### config.mk
export PLATFORM = sky130hd
export DESIGN_NAME = nat_ctrl
export DESIGN_NICKNAME = d
export VERILOG_FILES = /design/src/nat_pkg.sv /design/src/nat_ctrl.sv
export SDC_FILE = /design/constraint.sdc
export NUM_CORES = 1
export LEC_CHECK = 0
export ABC_AREA = 0
export BUFFER_PORTS_ARGS = -buffer_cell sky130_fd_sc_hd__buf_2
export CAP_MARGIN = 5
export CORE_AREA = 2 2 39 41
export CTS_CLUSTER_SIZE = 25
export DETAILED_ROUTE_END_ITERATION = 10
export DIE_AREA = 0 0 41 43
export RECOVER_POWER = 50
export SLEW_MARGIN = 10
export SYNTH_ARGS = -nofsm -noshare
export SYNTH_HDL_FRONTEND = slang
export SYNTH_SLANG_ARGS = --single-unit
### constraint.sdc
create_clock -name clock -period 1.7 [get_ports clock]
set_input_delay 0.34 -clock clock [delete_from_list [all_inputs] [get_ports clock]]
set_output_delay 0.34 -clock clock [all_outputs]
set_load 0.005 [all_outputs]
### src/nat_pkg.sv
// Shared types and constants for the NAT connection table.
// Used by nat_ctrl, nat_dp and nat_translation_table_lru_ttl.
`timescale 1ns / 1ps
package nat_pkg;

   localparam int ENTRIES = 64;
   localparam int IDX_W   = $clog2(ENTRIES);
   localparam int CNT_W   = $clog2(ENTRIES + 1);
   localparam int MAXE_W  = 7;
   localparam int CMP_W   = (CNT_W > MAXE_W) ? CNT_W : MAXE_W;
   localparam int TS_W    = 48;
   localparam int CSR_IDX_W = 1;

   localparam logic [1:0] OP_UPSERT  = 2'd0;
   localparam logic [1:0] OP_CONSUME = 2'd1;
   localparam logic [1:0] OP_CLEAR   = 2'd2;

   localparam logic [CSR_IDX_W-1:0] CSR_TTL = 1'd0;
   localparam logic [CSR_IDX_W-1:0] CSR_MAX = 1'd1;

   localparam logic [31:0] TTL_RESET = 32'd60000;
   localparam logic [MAXE_W-1:0] MAX_RESET = 7'd64;

   typedef struct packed {
      logic [1:0]      operation;
      logic [31:0]     dst_addr;
      logic [15:0]     dst_port;
      logic [31:0]     peer_addr;
      logic [15:0]     peer_port;
      logic [7:0]      protocol;
      logic [31:0]     orig_addr;
      logic [15:0]     orig_port;
      logic            conn_mode;
      logic [TS_W-1:0] now_ticks;
   } req_type;

   typedef struct packed {
      logic        hit;
      logic [31:0] found_ip;
      logic [15:0] found_port;
      logic        found_conn;
   } rsp_type;

   typedef struct packed {
      logic [31:0]     dst_addr;
      logic [15:0]     dst_port;
      logic [31:0]     peer_addr;
      logic [15:0]     peer_port;
      logic [7:0]      protocol;
      logic [31:0]     orig_addr;
      logic [15:0]     orig_port;
      logic            conn_flag;
      logic [TS_W-1:0] expiry;
      logic [TS_W-1:0] recency;
   } slot_type;

   typedef struct packed {
      logic load;
      logic clear;
      logic scan_begin;
      logic ev_mode;
      logic scan;
      logic write;
      logic evict;
      logic respond;
   } cmd_type;

   typedef struct packed {
      logic       scan_done;
      logic       over_limit;
      logic       hit;
      logic [1:0] operation;
   } status_type;

endpackage

### src/nat_ctrl.sv
// Sequencer for the NAT table: scan, write, eviction loop, response.
// Depends on nat_pkg; drives nat_dp through cmd_type.
`timescale 1ns / 1ps
module nat_ctrl
   import nat_pkg::*;
(
   input  logic       clock,
   input  logic       reset,
   input  logic       start,
   input  logic [1:0] start_op,
   input  status_type status,
   output cmd_type    cmd,
   output logic       busy
);

   localparam logic [2:0] S_IDLE   = 3'd0;
   localparam logic [2:0] S_SCAN   = 3'd1;
   localparam logic [2:0] S_WRITE  = 3'd2;
   localparam logic [2:0] S_EVCHK  = 3'd3;
   localparam logic [2:0] S_EVSCAN = 3'd4;
   localparam logic [2:0] S_EVICT  = 3'd5;
   localparam logic [2:0] S_RESP   = 3'd6;

   logic [2:0] state_ff, state_in;

   always_comb begin
      state_in = state_ff;
      cmd      = '0;
      unique case (state_ff)
         S_IDLE: begin
            if (start) begin
               cmd.load = 1'b1;
               if (start_op == OP_UPSERT || start_op == OP_CONSUME) begin
                  cmd.scan_begin = 1'b1;
                  state_in       = S_SCAN;
               end else begin
                  cmd.clear = (start_op == OP_CLEAR);
                  state_in  = S_RESP;
               end
            end
         end
         S_SCAN: begin
            cmd.scan = 1'b1;
            if (status.scan_done) state_in = S_WRITE;
         end
         S_WRITE: begin
            if (status.operation == OP_CONSUME) begin
               cmd.write = status.hit;
               state_in  = S_RESP;
            end else begin
               cmd.write = 1'b1;
               state_in  = S_EVCHK;
            end
         end
         S_EVCHK: begin
            if (status.over_limit) begin
               cmd.scan_begin = 1'b1;
               cmd.ev_mode    = 1'b1;
               state_in       = S_EVSCAN;
            end else begin
               state_in = S_RESP;
            end
         end
         S_EVSCAN: begin
            cmd.scan    = 1'b1;
            cmd.ev_mode = 1'b1;
            if (status.scan_done) state_in = S_EVICT;
         end
         S_EVICT: begin
            cmd.evict = 1'b1;
            state_in  = S_EVCHK;
         end
         S_RESP: begin
            cmd.respond = 1'b1;
            state_in    = S_IDLE;
         end
         default: state_in = S_IDLE;
      endcase
   end

   always_ff @(posedge clock) begin
      if (reset) begin
         state_ff <= S_IDLE;
      end else begin
         state_ff <= state_in;
      end
   end

   assign busy = (state_ff != S_IDLE);

endmodule

==> run metrics <==
Max clock buf depth=2; hold buffer count at CTS=0; r2r worst-path depth=3; min-delay worst type=primary input to register; clk slew on worst S/H paths=40 ps; max FFs per register=3; R2R setup slack=430 ps; Largest regs=state_ff: 3 flops; layout cell share with drive strength beyond 1=0.388; min cycle time layout=1580 ps; Internal=420 uW; ANT cells=0; syn avg cell area=7.29 sq um; Area Growth Syn to Fin=38.4%; via-per-instance ratio=4.88; initial DRC count=3; Worst-Margin Slew=292 ps; root buf cell=clkbuf_4; crit-path cells=nor2_2, and3_1, and3b_1, buf_2; HP Start=reset; row count=14; largest net degree at the start of global routing=15; Final Setup Violations=0; Final HPWL DP=642 microns; RSZ-0062 raised after global routing=false; pwr dens=1620 nW/um^2; Sink Count=3; sequential share of power=0.270; Yosys Warn Count=0; Max-Cap Viols=0; Fin Hold WS=315 ps; nets=78; CTS tree=done; total track usage=0.111; post-synth cell types=28; Seq/Total Area, Yosys=0.179; Die W=41 microns; M3 GR Usage=0; WHS Endpoint=state_ff[1]; worst skew pair latency=230 ps; switching share of power=0.443; Top-Level Pins=19; first-pass GRT wire length=1.46 mm; endpoint class of the critical path=primary output; vias in the first global route=382; H-tree levels=1; Reg2Reg Launch Point=state_ff[0]; clk_skew=5.18 ps; fin area=464 sq um; die area=1760 sq um; Pre-antenna DRT Iters=2; period utilization=0.927; kind of critical path=register to primary output; slowest stage delay, CP=450 ps; P_sw=333 uW; Biggest register=state_ff; FF+latch area=63.8 sq um; power share of the clock group=0.168; DRC=0; area of the multi-input gates=245 sq um; hold path depth=2; non-filler cells, final=83; per-cell routed wire length=10.6 microns; vias=405; RD Place Congestion=0.811; slew margin rel.=0.804; met1 usage=0.162; initial antenna violation count=0; crit path max fanout=14; run status=finished clean; Placed Cells=79; top post-synthesis cells by area=dfxtp_1 (18%), nor2b_1 (7.5%), nand2b_1 (5.6%); top cell type's share of synthesized area=0.179; slowest library cell on the worst path=dfxtp_2; Pleak=0.000217 uW; Core Box Area=1380 sq um; fin. max-slew vios=0; Final ANT Viol Nets=0; Buffers on Ports=18; Post-Syn Nets=56; Worst setup SP type=register; Post-CTS Setup Bufs=0; GR Overflow Total=0; DRT Wirelength=877 microns; TritonCTS buffer count=3; GR peak layer=met2; Final Hold Fails=0; Required @ worst endpoint=1360 ps; mapped cell area=335 sq um; Achievable Freq=634 MHz; Crit path arrival time=1240 ps; Die H=43 microns; TNS Setup=0 ps; Placement Cell Area=439 sq um; fillers=156; Initial Util=0.242; combinational share of power=0.562; leading area contributor after synthesis=dfxtp_1; Synth Instances=46; reg-to-reg critical path endpoint=state_ff[1]; Peak VDD IR=528 uV; Synth Register Bits=3; met2 usage=0.169
## cell usage after synthesis
cell	instances
nor2_1	5
nor2b_1	4
dfxtp_1	3
inv_1	3
nand2_1	3
nand2b_1	3
a211oi_1	2
buf_2	2
nand3b_1	2
a2111oi_2	1
a21o_1	1
a21oi_1	1
a221oi_1	1
a22o_1	1
a311oi_1	1
and3_1	1
and3b_1	1
buf_6	1
mux2i_1	1
nand3_1	1
nor4b_1	1
o21ai_0	1
o21ai_1	1
o21bai_1	1
o22ai_1	1
o31ai_1	1
or3_1	1
xnor2_1	1
## how the worst max path moves through the flow
stage,depth (start not counted),to,startpoint,slack [ps]
6_report,4,cmd[6],state_ff[1],120
5_1_grt,4,cmd[6],state_ff[1],40
4_1_cts,4,cmd[6],state_ff[1],90
3_5_place_dp,4,cmd[6],state_ff[1],200
3_3_place_gp,4,cmd[6],state_ff[1],210
2_1_floorplan,4,cmd[6],state_ff[1],340
## critical path: cells and delay by family, from the launching register on
| family | cells | cell delay [ps] |
|---|---|---|
| and+or+nand+nor | 3 | 430 |
| DFF | 1 | 450 |
| buffers and inverters | 1 | 120 |
## stage by stage
stage               setup slack (ps)  utilization  total power [uW]
detailed placement               202        0.317               625
CTS                             86.4        0.338               764
finish                           124        0.335               753
global placement                 209        0.317               629
global route                    37.8        0.335               830
floorplan                        344            -               492
## placed cells by master, fill, tap and decap left out, drive strengths merged
| master | instances |
|---|---|
| a2111oi | 1 |
| a211oi | 2 |
| a21o | 1 |
| a21oi | 1 |
| a221oi | 1 |
| a22o | 1 |
| a311oi | 1 |
| and3 | 1 |
| and3b | 1 |
| buf | 17 |
| clkbuf | 7 |
| dfxtp | 3 |
| inv | 3 |
| mux2i | 1 |
| nand2 | 3 |
| nand2b | 3 |
| nand3 | 1 |
| nand3b | 2 |
| nor2 | 5 |
| nor2b | 4 |
| nor4b | 1 |
| o21ai | 2 |
| o21bai | 1 |
| o22ai | 1 |
| o31ai | 1 |
| or3 | 1 |
| xnor2 | 1 |
## kinds of logic after synthesis
family | share of synthesized area
and+or+nand+nor | 0.369
DFF | 0.179
buffers and inverters | 0.0970
muxes | 0.0299
xor gates and xnor gates | 0.0261
AOI/OAI and AO/OA | 0.298
## power by group through the flow
| stage | Combinational, uW | Sequential (uW) | Clock [uW] |
|---|---|---|---|
| 5_1_grt | 476 | 218 | 136 |
| 4_1_cts | 437 | 194 | 132 |
| 6_report | 423 | 203 | 127 |
| 2_1_floorplan | 364 | 127 | 0 |
| 3_3_place_gp | 437 | 192 | 0 |
| 3_5_place_dp | 435 | 190 | 0 |
## layer usage
metal  vias to the layer above  routed length, microns  part of all wire
met2                        11                     404              0.46
met1                       185                     428              0.49
met5                         -                       0                 0
met4                         0                       0                 0
met3                         0                      44             0.050
li1                        209                       -                 -
## what timing repair did
| item | 4_1_cts | 5_1_grt |
|---|---|---|
| gates resized for setup | 2 | 2 |
| endpoints found under the hold margin | 0 | 0 |
| endpoints found under the setup margin | 1 | 1 |
## cell type report
type,instances,share of cell area
Multi-Input combinational cell,37,0.528
Timing Repair Buffer,20,0.210
Sequential cell,3,0.137
Clock buffer,4,0.0566
Tap cell,16,0.0431
Inverter,3,0.0243
Power figures use the tool's default switching activity.
